--- src/rtl/mrsp_pkg.sv ---
`default_nettype none
package mrsp_pkg;

  localparam logic [7:0] RealTimeMin = 8'hF8;
  localparam logic [7:0] StatusBit   = 8'h80;
  localparam logic [7:0] KindMask    = 8'hF0;
  localparam logic [7:0] KindProgram = 8'hC0;
  localparam logic [7:0] KindChPress = 8'hD0;
  localparam logic [7:0] KindBend    = 8'hE0;

  // Number of data bytes that a status byte calls for.
  typedef enum logic [1:0] {
    CNT_NONE = 2'd0,
    CNT_ONE  = 2'd1,
    CNT_TWO  = 2'd2
  } data_cnt_e;

  // Parser phase, one-hot.
  typedef enum logic [2:0] {
    PH_WAIT   = 3'b001,
    PH_FIRST  = 3'b010,
    PH_SECOND = 3'b100
  } phase_e;

  typedef struct packed {
    logic [7:0]  midi_byte;
    logic        packet_end;
    logic [63:0] packet_time;
  } item_t;

  typedef struct packed {
    logic [7:0]  event_status;
    logic [7:0]  event_data1;
    logic [7:0]  event_data2;
    logic [63:0] event_time;
  } event_t;

  function automatic data_cnt_e data_count(logic [7:0] status);
    logic [7:0] kind;
    data_cnt_e  cnt;
    kind = status & KindMask;
    if (kind == KindProgram || kind == KindChPress) begin
      cnt = CNT_ONE;
    end else if (kind >= StatusBit && kind <= KindBend) begin
      cnt = CNT_TWO;
    end else begin
      cnt = CNT_NONE;
    end
    return cnt;
  endfunction

endpackage
`default_nettype wire

--- src/rtl/mrsp_stream_if.sv ---
`default_nettype none
interface mrsp_in_if;
  logic        valid;
  logic        ready;
  logic [7:0]  midi_byte;
  logic        packet_end;
  logic [63:0] packet_time;

  modport source (output valid, output midi_byte, output packet_end, output packet_time,
                  input ready);
  modport sink (input valid, input midi_byte, input packet_end, input packet_time,
                output ready);
endinterface

interface mrsp_out_if;
  logic        valid;
  logic        ready;
  logic [7:0]  event_status;
  logic [7:0]  event_data1;
  logic [7:0]  event_data2;
  logic [63:0] event_time;

  modport source (output valid, output event_status, output event_data1,
                  output event_data2, output event_time, input ready);
  modport sink (input valid, input event_status, input event_data1,
                input event_data2, input event_time, output ready);
endinterface
`default_nettype wire

--- src/rtl/midi_running_status_parser.sv ---
// A byte is accepted into the input register and then taken by the parser; the event that
// it completes is then held in the event register until the output takes it.
// Throughput: one byte per cycle while the event output is taken; the parser state
// updates in a single pass between the input register and the event register.
// Reset (asynchronous, active low) clears the running status, the phase, the held data
// byte, the skip flag and both valid flags.
`default_nettype none
module midi_running_status_parser (
  input  wire logic clk_i,
  input  wire logic rst_ni,
  mrsp_in_if.sink   in_chan_i,
  mrsp_out_if.source out_chan_o
);
  import mrsp_pkg::*;

  item_t  up_item;
  item_t  core_item;
  event_t ev;
  logic   core_valid;
  logic   core_ready;

  assign up_item.midi_byte   = in_chan_i.midi_byte;
  assign up_item.packet_end  = in_chan_i.packet_end;
  assign up_item.packet_time = in_chan_i.packet_time;

  mrsp_in_reg u_in_reg (
    .clk_i      (clk_i),
    .rst_ni     (rst_ni),
    .up_valid_i (in_chan_i.valid),
    .up_ready_o (in_chan_i.ready),
    .up_item_i  (up_item),
    .dn_valid_o (core_valid),
    .dn_ready_i (core_ready),
    .dn_item_o  (core_item)
  );

  mrsp_parse u_parse (
    .clk_i        (clk_i),
    .rst_ni       (rst_ni),
    .item_valid_i (core_valid),
    .item_ready_o (core_ready),
    .item_i       (core_item),
    .ev_valid_o   (out_chan_o.valid),
    .ev_ready_i   (out_chan_o.ready),
    .ev_o         (ev)
  );

  assign out_chan_o.event_status = ev.event_status;
  assign out_chan_o.event_data1  = ev.event_data1;
  assign out_chan_o.event_data2  = ev.event_data2;
  assign out_chan_o.event_time   = ev.event_time;

`ifndef ASSERT_OFF
  // A held event blocks the parser, so no byte can slip past it.
  a_stall_on_held_event: assert property (@(posedge clk_i) disable iff (!rst_ni)
    (out_chan_o.valid && !out_chan_o.ready) |-> !core_ready)
    else $error("parser took a byte while an event was held");

  // A buffered byte the parser did not take stays buffered.
  a_buffer_keeps_item: assert property (@(posedge clk_i) disable iff (!rst_ni)
    (core_valid && !core_ready) |=> core_valid)
    else $error("buffered byte lost while parser stalled");

  // Only channel message status bytes are ever reported.
  a_channel_status: assert property (@(posedge clk_i) disable iff (!rst_ni)
    out_chan_o.valid |-> (out_chan_o.event_status[7] &&
                          (out_chan_o.event_status[7:4] != 4'hF)))
    else $error("event carries a non-channel status");
`endif

endmodule
`default_nettype wire

--- src/rtl/mrsp_in_reg.sv ---
`default_nettype none
module mrsp_in_reg (
  input  wire logic          clk_i,
  input  wire logic          rst_ni,
  input  wire logic          up_valid_i,
  output logic               up_ready_o,
  input  wire mrsp_pkg::item_t up_item_i,
  output logic               dn_valid_o,
  input  wire logic          dn_ready_i,
  output mrsp_pkg::item_t    dn_item_o
);
  import mrsp_pkg::*;

  logic  valid_q;
  item_t item_q;

  assign up_ready_o = !valid_q || dn_ready_i;
  assign dn_valid_o = valid_q;
  assign dn_item_o  = item_q;

  always_ff @(posedge clk_i or negedge rst_ni) begin
    if (!rst_ni) begin
      valid_q <= 1'b0;
    end else if (up_ready_o) begin
      valid_q <= up_valid_i;
    end
  end

  always_ff @(posedge clk_i) begin
    if (up_valid_i && up_ready_o) begin
      item_q <= up_item_i;
    end
  end

endmodule
`default_nettype wire

--- src/rtl/mrsp_parse.sv ---
`default_nettype none
module mrsp_parse (
  input  wire logic            clk_i,
  input  wire logic            rst_ni,
  input  wire logic            item_valid_i,
  output logic                 item_ready_o,
  input  wire mrsp_pkg::item_t item_i,
  output logic                 ev_valid_o,
  input  wire logic            ev_ready_i,
  output mrsp_pkg::event_t     ev_o
);
  import mrsp_pkg::*;

  phase_e     phase_q, phase_d;
  logic [7:0] status_q, status_d;
  logic [7:0] held_q, held_d;
  logic       skip_q, skip_d;
  logic       ev_valid_q;
  event_t     ev_q;

  logic       take;
  logic       emit;
  logic [7:0] emit_d1;
  logic [7:0] emit_d2;
  logic [7:0] b;

  assign b            = item_i.midi_byte;
  assign item_ready_o = !ev_valid_q || ev_ready_i;
  assign take         = item_valid_i && item_ready_o;

  always_comb begin
    phase_d  = phase_q;
    status_d = status_q;
    held_d   = held_q;
    skip_d   = skip_q;
    emit     = 1'b0;
    emit_d1  = b;
    emit_d2  = 8'h00;
    if (!skip_q) begin
      case (phase_q)
        PH_FIRST: begin
          if (data_count(status_q) == CNT_ONE) begin
            emit    = 1'b1;
            phase_d = PH_WAIT;
          end else begin
            held_d  = b;
            phase_d = PH_SECOND;
          end
        end
        PH_SECOND: begin
          emit    = 1'b1;
          emit_d1 = held_q;
          emit_d2 = b;
          phase_d = PH_WAIT;
        end
        default: begin
          // Message start; an unused phase code counts as waiting too.
          if (b >= RealTimeMin) begin
            phase_d = PH_WAIT;
          end else if ((b & StatusBit) != 8'h00) begin
            status_d = b;
            if (data_count(b) == CNT_NONE) begin
              skip_d  = 1'b1;
              phase_d = PH_WAIT;
            end else begin
              phase_d = PH_FIRST;
            end
          end else begin
            case (data_count(status_q))
              CNT_ONE: begin
                emit    = 1'b1;
                phase_d = PH_WAIT;
              end
              CNT_TWO: begin
                held_d  = b;
                phase_d = PH_SECOND;
              end
              default: begin
                skip_d  = 1'b1;
                phase_d = PH_WAIT;
              end
            endcase
          end
        end
      endcase
    end
    // Packet end drops any partial message; running status is kept.
    if (item_i.packet_end) begin
      phase_d = PH_WAIT;
      skip_d  = 1'b0;
    end
  end

  always_ff @(posedge clk_i or negedge rst_ni) begin
    if (!rst_ni) begin
      phase_q    <= PH_WAIT;
      status_q   <= 8'h00;
      held_q     <= 8'h00;
      skip_q     <= 1'b0;
      ev_valid_q <= 1'b0;
    end else begin
      if (take) begin
        phase_q  <= phase_d;
        status_q <= status_d;
        held_q   <= held_d;
        skip_q   <= skip_d;
      end
      if (take && emit) begin
        ev_valid_q <= 1'b1;
      end else if (ev_ready_i) begin
        ev_valid_q <= 1'b0;
      end
    end
  end

  always_ff @(posedge clk_i) begin
    if (take && emit) begin
      ev_q.event_status <= status_q;
      ev_q.event_data1  <= emit_d1;
      ev_q.event_data2  <= emit_d2;
      ev_q.event_time   <= item_i.packet_time;
    end
  end

  assign ev_valid_o = ev_valid_q;
  assign ev_o       = ev_q;

endmodule
`default_nettype wire
--- src/flat_wrapper.sv ---
// flat-port wrapper written by rule: the top's interface ports become plain ports
module midi_running_status_parser_flat import mrsp_pkg::*;
  (clk_i, rst_ni, in_chan_i_valid, in_chan_i_midi_byte, in_chan_i_packet_end, in_chan_i_packet_time, in_chan_i_ready, out_chan_o_valid, out_chan_o_event_status, out_chan_o_event_data1, out_chan_o_event_data2, out_chan_o_event_time, out_chan_o_ready);
  mrsp_in_if in_chan_i_i ();
  mrsp_out_if out_chan_o_i ();
  input  wire logic clk_i;
  input  wire logic rst_ni;
  input wire logic [$bits(in_chan_i_i.valid)-1:0] in_chan_i_valid;
  input wire logic [$bits(in_chan_i_i.midi_byte)-1:0] in_chan_i_midi_byte;
  input wire logic [$bits(in_chan_i_i.packet_end)-1:0] in_chan_i_packet_end;
  input wire logic [$bits(in_chan_i_i.packet_time)-1:0] in_chan_i_packet_time;
  output wire logic [$bits(in_chan_i_i.ready)-1:0] in_chan_i_ready;
  output wire logic [$bits(out_chan_o_i.valid)-1:0] out_chan_o_valid;
  output wire logic [$bits(out_chan_o_i.event_status)-1:0] out_chan_o_event_status;
  output wire logic [$bits(out_chan_o_i.event_data1)-1:0] out_chan_o_event_data1;
  output wire logic [$bits(out_chan_o_i.event_data2)-1:0] out_chan_o_event_data2;
  output wire logic [$bits(out_chan_o_i.event_time)-1:0] out_chan_o_event_time;
  input wire logic [$bits(out_chan_o_i.ready)-1:0] out_chan_o_ready;
  assign in_chan_i_i.valid = in_chan_i_valid;
  assign in_chan_i_i.midi_byte = in_chan_i_midi_byte;
  assign in_chan_i_i.packet_end = in_chan_i_packet_end;
  assign in_chan_i_i.packet_time = in_chan_i_packet_time;
  assign in_chan_i_ready = in_chan_i_i.ready;
  assign out_chan_o_valid = out_chan_o_i.valid;
  assign out_chan_o_event_status = out_chan_o_i.event_status;
  assign out_chan_o_event_data1 = out_chan_o_i.event_data1;
  assign out_chan_o_event_data2 = out_chan_o_i.event_data2;
  assign out_chan_o_event_time = out_chan_o_i.event_time;
  assign out_chan_o_i.ready = out_chan_o_ready;
  midi_running_status_parser u_core (.clk_i(clk_i), .rst_ni(rst_ni), .in_chan_i(in_chan_i_i), .out_chan_o(out_chan_o_i));
endmodule
--- config.mk ---
export PLATFORM = sky130hd
export DESIGN_NAME = midi_running_status_parser_flat
export DESIGN_NICKNAME = d
export VERILOG_FILES = /design/src/rtl/mrsp_pkg.sv /design/src/rtl/mrsp_stream_if.sv /design/src/rtl/midi_running_status_parser.sv /design/src/rtl/mrsp_in_reg.sv /design/src/rtl/mrsp_parse.sv /design/src/flat_wrapper.sv
export SDC_FILE = /design/constraint.sdc
export NUM_CORES = 1
export LEC_CHECK = 0
export BUFFER_PORTS_ARGS = -buffer_cell sky130_fd_sc_hd__buf_2
export CORE_MARGIN = 2
export CORE_UTILIZATION = 55
export CTS_CLUSTER_DIAMETER = 30
export DETAILED_ROUTE_END_ITERATION = 16
export PLACE_DENSITY = 0.83
export SYNTH_ARGS = -nofsm -noshare
export SYNTH_HDL_FRONTEND = slang
export SYNTH_SLANG_ARGS = --single-unit
--- constraint.sdc ---
create_clock -name clk_i -period 9.5 [get_ports clk_i]
set_input_delay 0.475 -clock clk_i [delete_from_list [all_inputs] [get_ports clk_i]]
set_output_delay 0.475 -clock clk_i [all_outputs]
set_load 0.005 [all_outputs]
Yosys cells after proc, flatten, opt, wreduce, memory -nomap -nowiden
Cells that the tools add are included.
Widths: inputs -> output; s select.

storage, ports and cells
  register bits after elaboration = 183
  latch bits = 0
  memory bits (writable) = 0
  bits in read-only memories = 0
  bits of input ports = 77
  output and inout bits = 90
  word-level logic and storage cells = 99
  memories = 0

operators by class
  add/subtract/negate cells = 0
  multipliers = 0
  div/mod/pow operators = 0
  magnitude comparators = 5
  eq/ne operators = 13
  shifts and indexed selects = 0
  multiplexer cells = 44
  bitwise logic cells = 4
  reductions and logical operators = 20

operators by type and width
  cell                count
  $mux 8              6
  $mux 2              15
  $ge 8x8->1 const B  3
  $mux 3              6
  $eq 4x4->1 const B  4
  $le 8x8->1 const B  2
  $pmux 8 s2          1
  $mux 1              14
  $reduce_and 7->1    1
  $pmux 3 s2          1
  $reduce_or 2->1     3
  $logic_and 1x1->1   5
  $reduce_and 5->1    1
  $eq 2x1->1 const B  2
  $logic_or 1x1->1    4
  $ne 2x1->1 const B  2
  $ne 2x2->1 const B  2
  $not 1->1           4
  $reduce_bool 2->1   2
  $eq 3x2->1 const B  1
  $eq 3x3->1 const B  1
  $eq 2x2->1 const B  1
  $logic_not 1->1     2
  $logic_not 2->1     1
  other kinds (2)     2

Longest topological paths before layout
  depth after elaboration = 16
  gate-level depth with buffers = 5
  mapped depth without buffers = 4

Cells and area by module
From an unflattened synthesis, not the netlist that was laid out.

unflattened totals
  cell total of the unflattened synthesis = 270
  area total of the unflattened synthesis = 6102.1 um2

by module, submodules not included
  module       times used  cells each  area an instance (um2)  sequential area each (um2)
  mrsp_parse   1           193         3856.2                  3169.3
  mrsp_in_reg  1           77          2245.9                  2217.1

Worst setup path before layout
Ideal clock, no wire load.

  path type = register to register
  from = reg u_core.u_parse.phase_q[0]
  to = reg, netlist name u_core.u_parse.ev_o[0]
  setup time = 0.454 ns
  data arrival time = 3.031 ns
  data required time = 9.046 ns
  slack = 6.015 ns
  cell stages (with the launch flop) = 5
  path buffers = 1
  period minus slack after synthesis = 3.485 ns
  cells stage by stage = dfstp_2 -> buf_6 -> or3b_1 -> a21oi_1 -> o21a_1

between the ends
  cells in the longest elaborated chain, start to end = 4
  elaborated cells between the ends (all ways) = 5
  those cells by class = eq/ne (2); mux (2); reduce/logical (1)

ends and longest elaborated chain
  what                                             line               source
  start: declaration                               mrsp_parse.sv:14   phase_e phase_q, phase_d;
  start signal: assignment                         mrsp_parse.sv:103  phase_q <= phase_d;
  $eq 3x3->1 / $eq 3x2->1 (equally long branches)  mrsp_parse.sv:40   case (phase_q)
  $pmux 1 s2 (*)                                   mrsp_parse.sv:40
  $mux 1 (*)                                       mrsp_parse.sv:39   if (!skip_q) begin
  $logic_and 1x1->1 (*)                            mrsp_parse.sv:117  if (take && emit) begin

Every way passes the cells marked *; elsewhere a longest branch is shown, timed or not.
A chain may end at the register's enable or synchronous reset.

Worst setup path after layout
  from = reg u_core.u_parse.phase_q[2]
  to = reg, netlist name u_core.u_parse.ev_o[34]

between the ends
  cells in the longest elaborated chain, start to end = 4
  elaborated cells between the ends (all ways) = 5
  those cells by class = eq/ne (2); mux (2); reduce/logical (1)

ends and longest elaborated chain
  what                                             line
  $eq 3x3->1 / $eq 3x2->1 (equally long branches)  mrsp_parse.sv:40
  $pmux 1 s2 (*)                                   mrsp_parse.sv:40
  $mux 1 (*)                                       mrsp_parse.sv:39
  $logic_and 1x1->1 (*)                            mrsp_parse.sv:117

Marks and branches as above.

==> results.sh <==
export IMPL_synth_area_leaders="edfxtp_1 (80%), dfrtp_1 (8.7%), mux2_2 (3.5%)"
export IMPL_drt_wl_total_um=10210
export IMPL_arrival_ps=2580
export IMPL_dieArea_um2=11860
export IMPL_drt_iter0_drc=140
export IMPL_wl_per_cell_um=16.77
export IMPL_setup_slack_ps=7054
export IMPL_ys_types=39
export IMPL_cts_root_buffer="clkbuf_8"
export IMPL_diodes=0
export IMPL_viasPerCell=5.087
export IMPL_status="completed"
export IMPL_required_ps=9630
export IMPL_drive_gt1_share_pct=47.76
export IMPL_final_setup_tns_ps=0
export IMPL_synth_edf_count=161
export IMPL_clk_insertion_delay_late_ps=520
export IMPL_worstMarginPinSlew_ps=1186
export IMPL_hp_class="input pin to flip-flop"
export IMPL_netlist_area_um2=6052
export IMPL_portBuffers=166
export IMPL_area_growth_pct=26.13
export IMPL_critPathMaxStageDelay_ps=950
export IMPL_hold_path_depth=1
export IMPL_fin_crit_sh_pct=25.75
export IMPL_slew_violations=0
export IMPL_layout_nets=534
export IMPL_cts_tree="built"
export IMPL_dp_hpwl_um=6750
export IMPL_die_w_um=108.9
export IMPL_syn_nets=351
export IMPL_ant_nets=0
export IMPL_clk_pin_slew_worst_paths_ps=70
export IMPL_ir_worst_vdd_v=0.0001548
export IMPL_grt_total_usage_pct=18.35
export IMPL_clock_path_buffers=2
export IMPL_design_area_um2=7634
export IMPL_grt_start_max_net_pins=90
export IMPL_rsz0062_at_grt="false"
export IMPL_yosysWarnings=0
export IMPL_p_leak_nw=2.945
export IMPL_syn_avg_cell_area_um2=22.09
export IMPL_skew_ps=7.081
export IMPL_grt_pass1_vias=3157
export IMPL_ioPinCount=167
export IMPL_grt_pass1_wl_um=15500
export IMPL_clock_sinks=183
export IMPL_core_rowCount=38
export IMPL_placed_cell_area_um2=7049
export IMPL_post_route_min_period_ps=2446
export IMPL_die_h_um=108.9
export IMPL_place_inst=577
export IMPL_dp_slack_ps=7092
export IMPL_maxSlewHeadroom_pct=20.95
export IMPL_start_util_pct=56.07
export IMPL_cts_resized_gates=0
export IMPL_num_fill_cells=673
export IMPL_ys_seq_area_share_pct=89.00
export IMPL_yosysTopAreaCellShare_pct=79.88
export IMPL_path_cells="or3b_1 -> a21oi_1 -> o21a_4"
export IMPL_drc=0
export IMPL_place_gp_congestion=0.8712
export IMPL_synth_top_area_cell="edfxtp_1"
export IMPL_start_kind="flip-flop"
export IMPL_htreeDepth=4
export IMPL_ys_seq_elements=183
export IMPL_cap_violations=0
export IMPL_holdWs_ps=126.6
export IMPL_ys_async_sr_fraction_pct=12.02
export IMPL_synth_main_ff_cell="edfxtp_1"
export IMPL_stdcell_count=609
export IMPL_overflow=0
export IMPL_crit_type="flip-flop to flip-flop"
export IMPL_powerDensity_nw_per_um2=263.9
export IMPL_numCtsBuffers=17
export IMPL_cp_end_kind="flip-flop"
export IMPL_fp_coreArea_um2=10790
export IMPL_r2r_cells=3
export IMPL_netlist_instances=274
export IMPL_max_freq_ghz=0.4088
export IMPL_vias=3098
export IMPL_setup_viol=0
export IMPL_dr_pass1_iters=4
export IMPL_hold_viol=0
export IMPL_crit_slowest_cell="o21a_4"
export IMPL_antenna_found_initial=1
export IMPL_cp_max_fo=89
state kept, by name (all words and copies together) (netlist names):
| name | cells |
|---|---|
| u_core.u_parse.held_q | 8 |
| u_core.u_parse.status_q | 8 |
| u_core.u_parse.ev_o | 88 |
| u_core.u_parse.ev_valid_o | 1 |
| u_core.u_parse.phase_q | 3 |
| u_core.u_in_reg.dn_valid_o | 1 |
| u_core.u_in_reg.dn_item_o | 73 |
| u_core.u_parse.skip_q | 1 |
through the flow:
stage	power [mW]	utilization (%)
floorplan	1.245	-
global route	2.098	70.73
finish	2.015	70.73
CTS	2.032	70.73
global placement	1.336	65.31
detailed placement	1.356	65.31
routing by layer:
metal	part of all wire [%]	global-route usage [%]	wire length, um	vias up
met3	11	9.803	1093	23
met4	2.2	9.066	227	2
met5	0.069	0	7	-
met1	36	19.66	3651	1475
li1	-	-	-	1435
met2	51	29.68	5234	163
worst max-delay path: cells and delay by family, from the launching register on:
| family | cells | cell delay, ps |
|---|---|---|
| compound gates | 2 | 1180 |
| flops | 1 | 430 |
| simple gates | 1 | 400 |
final timing paths:
kind / slack (ps) / to / start
min: 130 / u_core.u_in_reg.dn_item_o[14] / in_chan_i_packet_time[14]
min in group asynchronous: 450 / u_core.u_parse.status_q[3] / rst_ni
max in group asynchronous: 8680 / u_core.u_parse.phase_q[0] / rst_ni
min reg2reg: 420 / u_core.u_parse.ev_o[18] / u_core.u_in_reg.dn_item_o[18]
max reg2reg: 7050 / u_core.u_parse.ev_o[34] / u_core.u_parse.phase_q[2]
max: 7050 / u_core.u_parse.ev_o[34] / u_core.u_parse.phase_q[2]
synthesized netlist by cell type (2+ instances only):
cell type,instances
nand3_1,4
dfrtp_1,21
mux2_2,19
nor2b_1,2
nor4_1,3
a21oi_1,4
inv_1,4
nor2_1,6
o21ai_0,5
nand2b_1,4
clkbuf_1,2
nand2_1,6
or2_2,2
edfxtp_1,161
and2_1,7
layout by cell type (no fill, tap or decap), drive strengths merged, types with 2 or more instances in the layout:
cell type  count
buf          166
clkbuf        18
nand3          4
mux2          19
dfrtp         21
nand2b         6
clkinv         7
clkinvlp       2
edfxtp       161
and2           7
nor3           2
nand4          2
nor2b          2
a21oi          5
o21ai          5
or2            2
inv            5
nand2          6
nor4           3
bufinv         3
nor2           6
cell families after synthesis:
kind of cell / count (synthesis) / share of synthesized area [%]
DFF: 183 / 89.00
and+or+nand+nor: 46 / 4.672
muxes: 19 / 3.535
AOI/OAI and AO/OA: 18 / 2.088
buffers and inverters: 7 / 0.5582
xor gates and xnor gates: 1 / 0.1447
area by class of cell:
class                           count  area, um^2  share of cell area, %
Clock buffer                       18       417.9                  5.475
Clock inverter                     13       156.4                  2.049
Inverter                            4       15.01                 0.1967
Multi-Input combinational cell     84       641.9                  8.408
Sequential cell                   183        5386                  70.56
Tap cell                          140       175.2                  2.295
Timing Repair Buffer              167       840.8                  11.01
power breakdown:
part           switching (mW)  internal (mW)  total, mW
Clock                   0.274          0.398      0.672
Combinational           0.142          0.110      0.253
Sequential             0.0547           1.04       1.09
Total                   0.471           1.54       2.01
repair_timing:
item                      in CTS  in global routing
buffers inserted               0                  0
hold endpoints to repair      21                  0
hold buffers                   1                  0
Power figures use the tool's default switching activity.
